==> config.mk <==
export PLATFORM = sky130hd
export DESIGN_NAME = linear_probe_hash_table
export DESIGN_NICKNAME = d
export VERILOG_FILES = /design/src/sv/lph_pkg.sv /design/src/sv/lph_slot_mem.sv /design/src/sv/lph_cfg_regs.sv /design/src/sv/lph_probe_unit.sv /design/src/sv/linear_probe_hash_table.sv
export SDC_FILE = /design/constraint.sdc
export NUM_CORES = 2
export LEC_CHECK = 0
export BUFFER_PORTS_ARGS = -buffer_cell sky130_fd_sc_hd__buf_4
export CORE_MARGIN = 2
export CORE_UTILIZATION = 35
export CTS_BUF_LIST = sky130_fd_sc_hd__clkbuf_4 sky130_fd_sc_hd__clkbuf_8 sky130_fd_sc_hd__clkbuf_16
export DETAILED_ROUTE_END_ITERATION = 12
export SLEW_MARGIN = 10
export SYNTH_ARGS = -nofsm -noshare
export SYNTH_HDL_FRONTEND = slang
export SYNTH_SLANG_ARGS = --single-unit
==> constraint.sdc <==
create_clock -name clk -period 21.6 [get_ports clk]
set_input_delay 1.08 -clock clk [delete_from_list [all_inputs] [get_ports clk]]
set_output_delay 1.08 -clock clk [all_outputs]
set_load 0.02 [all_outputs]
==> src/sv/lph_pkg.sv <==
// Package: types, codes, sizes and hash function for the linear probe hash table.
`timescale 1ns / 1ps
`default_nettype none
package lph_pkg;

  localparam int CAPACITY      = 64;
  localparam int IDX_W         = $clog2(CAPACITY);
  localparam int CNT_W         = IDX_W + 1;
  localparam int KEY_W         = 22;
  localparam int VAL_W         = 32;
  localparam int LOAD_W        = 6;
  localparam int HASH_W        = 32;
  localparam int HASH_SHIFT_HI = 11;
  localparam int HASH_SHIFT_LO = 3;
  localparam int CFG_ADDR_W    = 3;
  localparam int CFG_DATA_W    = 32;

  localparam logic [LOAD_W-1:0] MAX_LOAD_RESET = LOAD_W'(16);

  typedef enum logic [1:0] {
    MODE_LOOKUP = 2'd0,
    MODE_INSERT = 2'd1,
    MODE_DELETE = 2'd2,
    MODE_CLEAR  = 2'd3
  } mode_t;

  typedef enum logic [1:0] {
    STAT_HIT    = 2'd0,
    STAT_ABSENT = 2'd1,
    STAT_FULL   = 2'd2
  } status_t;

  // Register index on the configuration port
  localparam logic REG_MAX_LOAD = 1'b0;

  typedef struct packed {
    mode_t              mode;
    logic [KEY_W-1:0]   key;
    logic [VAL_W-1:0]   value;
  } in_t;

  typedef struct packed {
    status_t            status;
    logic [VAL_W-1:0]   value_out;
  } out_t;

  typedef struct packed {
    logic [KEY_W-1:0]   key;
    logic [VAL_W-1:0]   value;
  } slot_t;

  typedef struct packed {
    logic               hit;
    logic               empty;
    logic               exhausted;
    logic [IDX_W-1:0]   idx_next;
    logic [IDX_W-1:0]   cnt_next;
  } probe_t;

  function automatic logic [IDX_W-1:0] home_slot(input logic [KEY_W-1:0] k);
    logic [HASH_W-1:0] kx;
    logic [HASH_W-1:0] h;
    kx = HASH_W'(k);
    h  = ((kx >> HASH_SHIFT_HI) | (kx << HASH_SHIFT_LO)) ^ (kx >> HASH_SHIFT_LO);
    return h[IDX_W-1:0];
  endfunction

endpackage
`default_nettype wire

==> src/sv/lph_slot_mem.sv <==
// Slot memory: key and value per slot, one write port, one registered read port.
`timescale 1ns / 1ps
`default_nettype none
module lph_slot_mem (
  input  wire logic                  clk,
  input  wire logic                  wr_en,
  input  wire logic [lph_pkg::IDX_W-1:0] wr_addr,
  input  wire lph_pkg::slot_t        wr_data,
  input  wire logic [lph_pkg::IDX_W-1:0] rd_addr,
  output lph_pkg::slot_t             rd_data
);

  lph_pkg::slot_t mem [lph_pkg::CAPACITY];
  lph_pkg::slot_t rd_data_r;

  always_ff @(posedge clk) begin
    if (wr_en) begin
      mem[wr_addr] <= wr_data;
    end
  end

  always_ff @(posedge clk) begin
    rd_data_r <= mem[rd_addr];
  end

  assign rd_data = rd_data_r;

endmodule
`default_nettype wire

==> src/sv/lph_cfg_regs.sv <==
// APB configuration register block holding max_load.
`timescale 1ns / 1ps
`default_nettype none
module lph_cfg_regs (
  input  wire logic                          clk,
  input  wire logic                          rst_n,
  input  wire logic                          psel,
  input  wire logic                          penable,
  input  wire logic                          pwrite,
  input  wire logic [lph_pkg::CFG_ADDR_W-1:0] paddr,
  input  wire logic [lph_pkg::CFG_DATA_W-1:0] pwdata,
  output logic      [lph_pkg::CFG_DATA_W-1:0] prdata,
  output logic                               pready,
  output logic      [lph_pkg::LOAD_W-1:0]    max_load
);

  logic [lph_pkg::LOAD_W-1:0] max_load_r;
  logic [lph_pkg::LOAD_W-1:0] max_load_nxt;
  logic                       reg_sel;

  assign pready  = 1'b1;
  assign reg_sel = (paddr[lph_pkg::CFG_ADDR_W-1] == lph_pkg::REG_MAX_LOAD);

  always_comb begin
    max_load_nxt = max_load_r;
    if (psel && penable && pwrite && pready && reg_sel) begin
      max_load_nxt = pwdata[lph_pkg::LOAD_W-1:0];
    end
  end

  always_ff @(posedge clk) begin
    if (!rst_n) begin
      max_load_r <= lph_pkg::MAX_LOAD_RESET;
    end else begin
      max_load_r <= max_load_nxt;
    end
  end

  assign prdata   = reg_sel ? lph_pkg::CFG_DATA_W'(max_load_r) : '0;
  assign max_load = max_load_r;

endmodule
`default_nettype wire

==> src/sv/lph_probe_unit.sv <==
// Probe unit: classifies one slot against the key and steps the probe index.
`timescale 1ns / 1ps
`default_nettype none
module lph_probe_unit (
  input  wire logic                     used_bit,
  input  wire logic                     grave_bit,
  input  wire logic [lph_pkg::KEY_W-1:0] slot_key,
  input  wire logic [lph_pkg::KEY_W-1:0] key,
  input  wire logic [lph_pkg::IDX_W-1:0] idx,
  input  wire logic [lph_pkg::IDX_W-1:0] cnt,
  output lph_pkg::probe_t               res
);

  always_comb begin
    res.hit       = used_bit && (slot_key == key);
    res.empty     = !used_bit && !grave_bit;
    res.exhausted = (cnt == lph_pkg::IDX_W'(lph_pkg::CAPACITY - 1));
    res.idx_next  = idx + lph_pkg::IDX_W'(1);
    res.cnt_next  = cnt + lph_pkg::IDX_W'(1);
  end

endmodule
`default_nettype wire

==> src/sv/linear_probe_hash_table.sv <==
// Top level: sequencer, slot state and counts of the linear probe hash table.
//
// Key-to-value table of 64 slots with linear probing and tombstones. One
// transaction is taken at a time: in_stall stays high from acceptance until
// the result is loaded into the output register. Each probed slot goes
// through a slot memory read, then a compare in the probe unit. Lookup,
// insert and delete probe a run of 1 to 64 slots; clear skips probing and
// goes straight to the response. Occupied and tombstone bits live in
// flops, so clear is immediate and there is no clearing pass after reset.
// A result waits in the output register while out_stall is high and the
// next transaction may be accepted meanwhile.
`timescale 1ns / 1ps
`default_nettype none
module linear_probe_hash_table (
  input  wire logic                          clk,
  input  wire logic                          rst_n,
  input  wire logic                          in_valid,
  output logic                               in_stall,
  input  wire lph_pkg::in_t                  in_data,
  output logic                               out_valid,
  input  wire logic                          out_stall,
  output lph_pkg::out_t                      out_data,
  input  wire logic                          cfg_psel,
  input  wire logic                          cfg_penable,
  input  wire logic                          cfg_pwrite,
  input  wire logic [lph_pkg::CFG_ADDR_W-1:0] cfg_paddr,
  input  wire logic [lph_pkg::CFG_DATA_W-1:0] cfg_pwdata,
  output logic      [lph_pkg::CFG_DATA_W-1:0] cfg_prdata,
  output logic                               cfg_pready
);

  typedef enum logic [3:0] {
    S_IDLE = 4'b0001,
    S_READ = 4'b0010,
    S_CMP  = 4'b0100,
    S_RESP = 4'b1000
  } state_t;

  localparam int SUM_W = lph_pkg::CNT_W + 1;

  state_t                         state_r, state_nxt;
  lph_pkg::mode_t                 mode_r, mode_nxt;
  logic [lph_pkg::KEY_W-1:0]      key_r, key_nxt;
  logic [lph_pkg::VAL_W-1:0]      val_r, val_nxt;
  logic [lph_pkg::IDX_W-1:0]      idx_r, idx_nxt;
  logic [lph_pkg::IDX_W-1:0]      cnt_r, cnt_nxt;
  lph_pkg::status_t               res_status_r, res_status_nxt;
  logic [lph_pkg::VAL_W-1:0]      res_value_r, res_value_nxt;
  logic [lph_pkg::CAPACITY-1:0]   used_r, used_nxt;
  logic [lph_pkg::CAPACITY-1:0]   grave_r, grave_nxt;
  logic [lph_pkg::CNT_W-1:0]      occ_r, occ_nxt;
  logic [lph_pkg::CNT_W-1:0]      tomb_r, tomb_nxt;
  logic                           out_valid_r, out_valid_nxt;
  lph_pkg::out_t                  out_data_r, out_data_nxt;

  logic                           in_accept;
  logic                           out_load;
  logic                           wr_en;
  lph_pkg::slot_t                 wr_data;
  lph_pkg::slot_t                 rd_slot;
  lph_pkg::probe_t                probe;
  logic [lph_pkg::LOAD_W-1:0]     max_load;
  logic                           room;

  lph_cfg_regs u_cfg (
    .clk      (clk),
    .rst_n    (rst_n),
    .psel     (cfg_psel),
    .penable  (cfg_penable),
    .pwrite   (cfg_pwrite),
    .paddr    (cfg_paddr),
    .pwdata   (cfg_pwdata),
    .prdata   (cfg_prdata),
    .pready   (cfg_pready),
    .max_load (max_load)
  );

  lph_slot_mem u_mem (
    .clk     (clk),
    .wr_en   (wr_en),
    .wr_addr (idx_r),
    .wr_data (wr_data),
    .rd_addr (idx_r),
    .rd_data (rd_slot)
  );

  lph_probe_unit u_probe (
    .used_bit  (used_r[idx_r]),
    .grave_bit (grave_r[idx_r]),
    .slot_key  (rd_slot.key),
    .key       (key_r),
    .idx       (idx_r),
    .cnt       (cnt_r),
    .res       (probe)
  );

  assign in_stall  = (state_r != S_IDLE);
  assign in_accept = in_valid && !in_stall;
  assign out_load  = (state_r == S_RESP) && (!out_valid_r || !out_stall);
  assign room      = (SUM_W'(occ_r) + SUM_W'(tomb_r)) < SUM_W'(max_load);
  assign wr_data   = '{key: key_r, value: val_r};

  always_comb begin
    state_nxt      = state_r;
    mode_nxt       = mode_r;
    key_nxt        = key_r;
    val_nxt        = val_r;
    idx_nxt        = idx_r;
    cnt_nxt        = cnt_r;
    res_status_nxt = res_status_r;
    res_value_nxt  = res_value_r;
    used_nxt       = used_r;
    grave_nxt      = grave_r;
    occ_nxt        = occ_r;
    tomb_nxt       = tomb_r;
    wr_en          = 1'b0;

    case (state_r)
      S_IDLE: begin
        if (in_accept) begin
          mode_nxt      = in_data.mode;
          key_nxt       = in_data.key;
          val_nxt       = in_data.value;
          idx_nxt       = lph_pkg::home_slot(in_data.key);
          cnt_nxt       = '0;
          res_value_nxt = '0;
          if (in_data.mode == lph_pkg::MODE_CLEAR) begin
            used_nxt       = '0;
            grave_nxt      = '0;
            occ_nxt        = '0;
            tomb_nxt       = '0;
            res_status_nxt = lph_pkg::STAT_HIT;
            state_nxt      = S_RESP;
          end else begin
            state_nxt = S_READ;
          end
        end
      end
      S_READ: begin
        state_nxt = S_CMP;
      end
      S_CMP: begin
        if (probe.hit || probe.empty || probe.exhausted) begin
          state_nxt      = S_RESP;
          res_status_nxt = lph_pkg::STAT_ABSENT;
          res_value_nxt  = '0;
          case (mode_r)
            lph_pkg::MODE_LOOKUP: begin
              if (probe.hit) begin
                res_status_nxt = lph_pkg::STAT_HIT;
                res_value_nxt  = rd_slot.value;
              end
            end
            lph_pkg::MODE_INSERT: begin
              if (probe.hit) begin
                res_status_nxt = lph_pkg::STAT_HIT;
                res_value_nxt  = rd_slot.value;
                wr_en          = 1'b1;
              end else if (probe.empty && room) begin
                wr_en             = 1'b1;
                used_nxt[idx_r]   = 1'b1;
                grave_nxt[idx_r]  = 1'b0;
                occ_nxt           = occ_r + lph_pkg::CNT_W'(1);
              end else begin
                res_status_nxt = lph_pkg::STAT_FULL;
              end
            end
            lph_pkg::MODE_DELETE: begin
              if (probe.hit) begin
                res_status_nxt   = lph_pkg::STAT_HIT;
                res_value_nxt    = rd_slot.value;
                used_nxt[idx_r]  = 1'b0;
                grave_nxt[idx_r] = 1'b1;
                if (occ_r != '0) begin
                  occ_nxt = occ_r - lph_pkg::CNT_W'(1);
                end
                tomb_nxt = tomb_r + lph_pkg::CNT_W'(1);
              end
            end
            default: begin
              res_status_nxt = lph_pkg::STAT_HIT;
            end
          endcase
        end else begin
          idx_nxt   = probe.idx_next;
          cnt_nxt   = probe.cnt_next;
          state_nxt = S_READ;
        end
      end
      S_RESP: begin
        if (out_load) begin
          state_nxt = S_IDLE;
        end
      end
      default: begin
        state_nxt = S_IDLE;
      end
    endcase
  end

  always_comb begin
    out_data_nxt  = out_data_r;
    out_valid_nxt = out_stall ? out_valid_r : 1'b0;
    if (out_load) begin
      out_valid_nxt = 1'b1;
      out_data_nxt  = '{status: res_status_r, value_out: res_value_r};
    end
  end

  always_ff @(posedge clk) begin
    if (!rst_n) begin
      state_r     <= S_IDLE;
      used_r      <= '0;
      grave_r     <= '0;
      occ_r       <= '0;
      tomb_r      <= '0;
      out_valid_r <= 1'b0;
    end else begin
      state_r     <= state_nxt;
      used_r      <= used_nxt;
      grave_r     <= grave_nxt;
      occ_r       <= occ_nxt;
      tomb_r      <= tomb_nxt;
      out_valid_r <= out_valid_nxt;
    end
  end

  always_ff @(posedge clk) begin
    mode_r       <= mode_nxt;
    key_r        <= key_nxt;
    val_r        <= val_nxt;
    idx_r        <= idx_nxt;
    cnt_r        <= cnt_nxt;
    res_status_r <= res_status_nxt;
    res_value_r  <= res_value_nxt;
    out_data_r   <= out_data_nxt;
  end

  assign out_valid = out_valid_r;
  assign out_data  = out_data_r;

  // occupied count tracks the occupied bits
  a_occ_count: assert property (@(posedge clk) disable iff (!rst_n)
    $countones(used_r) == int'(occ_r))
    else $error("occupied count out of step with slot bits");

  a_used_grave: assert property (@(posedge clk) disable iff (!rst_n)
    (used_r & grave_r) == '0)
    else $error("slot both occupied and tombstoned");

  a_clear: assert property (@(posedge clk) disable iff (!rst_n)
    (in_accept && in_data.mode == lph_pkg::MODE_CLEAR) |=>
      (used_r == '0 && grave_r == '0 && tomb_r == '0))
    else $error("clear left slot state behind");

  a_load_bound: assert property (@(posedge clk) disable iff (!rst_n)
    (SUM_W'(occ_r) + SUM_W'(tomb_r)) < SUM_W'(lph_pkg::CAPACITY))
    else $error("slot counts exceed capacity");

endmodule
`default_nettype wire
# Word level (Yosys, flattened, before mapping)
# Memories as Yosys holds them, arrays and structs flattened. A register that Yosys moved wholly into a read port is not among the register bits.
# Index checks and enable logic that the tools add are counted.
# W data, S select, Z words.
# op_classes
addsub	6
magnitude_cmp	3
n_eq_ne	23
mux	67
n_bitwise	8
n_reduce_logical	30
# op_table
cell	count
$mux W64	10
$pmux W64 S2	4
$and A64 B64 Y64	2
$mux W32	4
$or A64 B64 Y64	2
$mux W7	10
$not A64 Y64	1
$pmux W32 S2	1
$pmux W7 S2	3
$mux W6	5
$pmux W6 S2	2
$eq A22 B22 Y1	1
$mux W4	4
$pmux W4 S4	1
$add A7 B1 Y7 const B	2
$mux W1	13
$add A6 B1 Y6 const B	2
$bmux W1 S6	2
$ne A2 B2 Y1 const B	6
$ne A3 B3 Y1 const B	4
$mux W2	5
$logic_and A1 B1 Y1	9
$reduce_and A9 Y1	1
$add A7 B7 Y8	1
31 further kinds	42
# word_totals
ff_bits	289
ram_bits	3456
in_bits	98
n_memories	1
# mem_list
name	depth	width	read_ports	rd_clocked_by_memory_dff	write_ports	line_no	text
u_mem.mem	64	54	1	1	1	lph_slot_mem.sv:13	lph_pkg::slot_t mem [lph_pkg::CAPACITY];

# Depth between registers and ports, before layout
# logic_depth
word_depth	12
depth_mapped	16

# Hierarchy
# From an unflattened synthesis, not the netlist that was laid out.
# hier_totals
cells_unflattened	6856
area_unflattened_um2	145956.2
# by_module_without_submodules
module	instances	cells_each	area_per_inst_um2	seq_area_each_um2
lph_slot_mem	1	5498	132021.6	104860.6
linear_probe_hash_table	1	1244	13016.2	7026.7
lph_cfg_regs	1	62	518.0	120.1
lph_probe_unit	1	52	400.4	0.0

# Worst setup path before layout
# Ideal clock, no wire load.
# synth_path
kind	register to register
start	register occ_r[0] (netlist name)
end	memory u_mem.mem[37][0] (netlist name) (enable)
setup_time_ns	0.532
arrival_ns	6.789
setup_slack_ns	14.279
stages_incl_launch_ff	16
path_buffers	2
cell_sequence	dfxtp_1 -> ha_1 -> fa_1 -> a21o_1 -> a211oi_1 -> nor2_1 -> ha_1 -> nand3_1 -> nand4_1 -> nor4_1 -> o21ai_0 -> o21a_1 -> or3_1 -> buf_6 -> buf_6 -> nor3_1
# synth_via
elab_chain_cells	10
# synth_rtl
element	line_no	text
start: declaration	linear_probe_hash_table.sv:51	logic [lph_pkg::CNT_W-1:0] occ_r, occ_nxt;
start signal: assignment	linear_probe_hash_table.sv:222	occ_r <= occ_nxt;
$add A7 B7 Y8	linear_probe_hash_table.sv:100	assign room = (SUM_W'(occ_r) + SUM_W'(tomb_r)) < SUM_W'(max_load);
$lt A8 B6 Y1	linear_probe_hash_table.sv:100	
$logic_and A1 B1 Y1	linear_probe_hash_table.sv:159	end else if (probe.empty && room) begin
$mux W1	linear_probe_hash_table.sv:159	
$mux W1	linear_probe_hash_table.sv:155	if (probe.hit) begin
$mux W1	linear_probe_hash_table.sv:147	case (mode_r)
$mux W1	linear_probe_hash_table.sv:143	if (probe.hit || probe.empty || probe.exhausted) begin
$mux W1	linear_probe_hash_table.sv:118	case (state_r)
$mux W1	lph_slot_mem.sv:17	if (wr_en) begin
$mux W1 (implied by the code)	lph_slot_mem.sv:18	mem[wr_addr] <= wr_data;
end: declaration	lph_slot_mem.sv:13	
# Every way passes these cells.

# Worst setup path after layout
# layout_path
start	register idx_r[2] (netlist name)
end	memory u_mem.mem[51][25] (netlist name) (enable)
# layout_via
elab_chain_cells	12
# layout_rtl
element	line_no	text
start: declaration	linear_probe_hash_table.sv:45	logic [lph_pkg::IDX_W-1:0] idx_r, idx_nxt;
start signal: assignment	linear_probe_hash_table.sv:232	idx_r <= idx_nxt;
$bmux W1 S6 (on tied branches)	linear_probe_hash_table.sv:88, linear_probe_hash_table.sv:89	
$mux W1 (on tied branches)	linear_probe_hash_table.sv:88, linear_probe_hash_table.sv:89	
$logic_not A1 Y1	lph_probe_unit.sv:16	res.empty = !used_bit && !grave_bit;
$logic_and A1 B1 Y1	lph_probe_unit.sv:16	
$logic_and A1 B1 Y1	linear_probe_hash_table.sv:159	
$mux W1	linear_probe_hash_table.sv:159	
$mux W1	linear_probe_hash_table.sv:155	
$mux W1	linear_probe_hash_table.sv:147	
$mux W1	linear_probe_hash_table.sv:143	
$mux W1	linear_probe_hash_table.sv:118	
$mux W1	lph_slot_mem.sv:17	
$mux W1 (implied by the code)	lph_slot_mem.sv:18	
# Several ways; a longest one is shown, not always the timed one. The select of a mux whose other input is x is not followed.

==> results.cfg <==
[run_status]
status = finished clean

[floorplan]
die_x_um = 634
num_rows = 231
num_io_pins = 167
dieArea_um2 = 402000
start_util_pct = 35.1
core_area_um2 = 395000
chipHeight_um = 634

[clock_tree]
ctsResizeCount = 0
htreeDepth = 5
numClockSinks = 3799
cts_tree = done
clk_latency_ps = 990
cts_buffer_depth = 4
clockRootBuffer = clkbuf_16
path_clk_slew_ps = 60
postCtsSetupBuffers = 0
cts_made_buffers = 390
cts_hold_buffers = 0

[setup_path]
path_common_cell = buf_4
path_depth = 14
path_buf_inv = 6
cp-start-kind = flop
critPathKind = reg2reg
crit_required_ps = 22170
critPathMaxFanout = 51
crit_path_end_kind = flop
critical_path_arrival_ps = 8720
worst_path_max_delay_cell = nor3_2
rr_worst_depth = 14
path_cells = buf_4 -> buf_4 -> inv_1 -> a221oi_1 -> o22ai_1 -> a211oi_1 -> nand4_1 -> or2_1 -> o21a_1 -> or3_4 -> buf_4 -> nor3_2 -> buf_4 -> buf_4
cpPeakStageDelay_ps = 950
crit_family = buffers and inverters

[layout]
layout_commonest_cell = edfxtp_1
synthToLayoutAreaGrowth_pct = 15.5
drive_gt1_share_pct = 15.2
fill_cells = 34900
final_cells = 13600
layout_common_cells = edfxtp_1, a22oi_1, buf_4
final_nets = 8154
post-route-util_pct = 40.6

[hold_path]
hold_path_class = in2reg
whs_path_depth = 1

[global_route]
grt_pass1_vias = 79300
grt_pass1_wl_mm = 633
grtUsageTotal_pct = 22.3
grt_overflow_total = 0
antenna_found_initial = 23
grt_start_max_net_pins = 114

[placed_design]
io_buffer_count = 111
dpl.hpwl_mm = 239
placed_cells = 12900
gp_congestion = 0.830
pre_cts_slack_ps = 13660

[sta]
rsz0062_at_grt = false
fin_ws_ps = 13450
fin_hold_ws_ps = 278
finalSetupTns_ps = 0
clock-skew-final_ps = 88.9
max_freq_ghz = 0.123
slew_headroom_pct = 6.99
fin_crit_ps = 8150
final_hold_viol_count = 0
fin_crit_sh_pct = 37.7
finalSetupViolCount = 0
slew_violations = 0
worst_pin_slew_ps = 1390

[run]
drv_cap = 0

[power]
ir_drop_v = 0.0000799
power_density_nw_per_um2 = 99.9
cellLeakagePower_nw = 49.6

[detailed_routing]
viasPerCell = 6.11
post_drt_wl_per_cell_um = 34.0
wl_mm = 463
num_vias = 83200
drc = 0
drtAntennaViolNets = 0
drt-initial-drc-count = 13400
drt_pass1_iterations = 7

[synthesis]
yosysSeqAreaShare_pct = 80.7
synth_edf_count = 3592
ys_warn_count = 0
synth-seq-cells = 3799
synth.distinct_cells = 69
async_reset_ff_share_pct = 0
synthCells = 7748
netlist_area_um2 = 139000
synth.avg_cell_area_um2 = 17.9
ys.flop_type = edfxtp_1
[metal layers]
layer / part of all wire (%) / up-vias / global-route usage (%)
met5: 0.023 / - / 0
met3: 12 / 932 / 5.31
li1: - / 33200 / -
met4: 4.1 / 16 / 8.51
met1: 38 / 43200 / 29.9
met2: 46 / 5905 / 35.0
[cells by family (layout without fill, tap and decap cells)]
logic type | Yosys count | in the layout | share of synthesized area (%)
buffers and inverters | 588 | 1187 | 1.78
other | 2 | 40 | 0.00541
adders and majority gates | 22 | 22 | 0.209
AOI/OAI and AO/OA | 2461 | 2461 | 13.3
and+or+nand+nor | 677 | 677 | 2.57
xor gates and xnor gates | 47 | 47 | 0.296
muxes | 152 | 152 | 1.18
DFF | 3799 | 3799 | 80.7
[cell usage after synthesis, types with 9 or more instances]
| master | instances | share of area (%) |
|---|---|---|
| nand2_1 | 101 | 0.27 |
| o211ai_1 | 17 | 0.092 |
| a21oi_1 | 146 | 0.53 |
| nand2b_1 | 14 | 0.063 |
| nand3_1 | 79 | 0.28 |
| a22o_1 | 369 | 2.3 |
| nor3_1 | 49 | 0.18 |
| buf_4 | 30 | 0.16 |
| buf_6 | 15 | 0.12 |
| ha_1 | 20 | 0.18 |
| mux2i_1 | 93 | 0.67 |
| mux2_2 | 55 | 0.45 |
| and2_1 | 37 | 0.17 |
| inv_1 | 14 | 0.038 |
| nand3b_1 | 9 | 0.049 |
| or3b_2 | 9 | 0.057 |
| xor2_1 | 28 | 0.18 |
| nor3_2 | 27 | 0.19 |
| a222oi_1 | 21 | 0.15 |
| buf_2 | 33 | 0.12 |
| o21ai_0 | 158 | 0.57 |
| a211oi_1 | 10 | 0.054 |
| nand4_1 | 84 | 0.38 |
| dfxtp_1 | 207 | 3.0 |
| a31oi_1 | 216 | 0.97 |
| edfxtp_1 | 3592 | 78 |
| a221oi_1 | 324 | 2.0 |
| nor2_1 | 171 | 0.46 |
| clkbuf_1 | 377 | 1.0 |
| buf_1 | 119 | 0.32 |
| a221o_1 | 14 | 0.10 |
| nor4_1 | 62 | 0.28 |
| o22ai_1 | 29 | 0.13 |
| a41oi_1 | 74 | 0.47 |
| xnor2_1 | 19 | 0.12 |
| nor2b_1 | 9 | 0.041 |
| o21ai_1 | 11 | 0.040 |
| a22oi_1 | 1040 | 5.6 |
[stage by stage]
stage                     cell area (um^2)  total power [mW]
after floorplan                     139000              8.87
after global placement              147000              9.31
after detailed placement            147000              9.33
after CTS                           160000              16.1
after global routing                160000              16.4
final                               160000              16.0
[final timing paths]
| check | slack (ps) | from | end |
|---|---|---|---|
| hold reg to reg | 400 | res_value_r[5] | out_data[5] |
| setup reg to reg | 13450 | idx_r[2] | u_mem.mem[51][25] |
| setup / recovery | 13450 | idx_r[2] | u_mem.mem[51][25] |
| hold / removal | 280 | in_data[52] | key_r[20] |
[where the power goes]
part / total (mW) / switching, mW / internal (mW)
sequential: 8.17 / 0.0203 / 8.15
combinational: 1.03 / 0.776 / 0.252
clock: 6.83 / 2.90 / 3.92
total: 16.0 / 3.70 / 12.3
[registers in the layout (all words and copies together) (netlist names), 22 cells and up]
| register | cells |
|---|---|
| u_mem.mem | 3456 |
| grave_r | 64 |
| used_r | 64 |
| u_mem.rd_data | 54 |
| out_data | 34 |
| res_value_r | 32 |
| val_r | 32 |
| key_r | 22 |
[final cells by class]
class	instances	area (um^2)	share of cell area [%]
Sequential cell	3799	112000	69.8
Multi-Input combinational cell	3386	25100	15.6
Clock buffer	522	10900	6.82
Tap cell	5242	6560	4.09
Timing Repair Buffer	443	3490	2.18
Clock inverter	208	2240	1.40
Inverter	14	52.6	0.0328
Antenna cell	13	32.5	0.0203
Note: power is estimated with default switching activity, not from simulation.
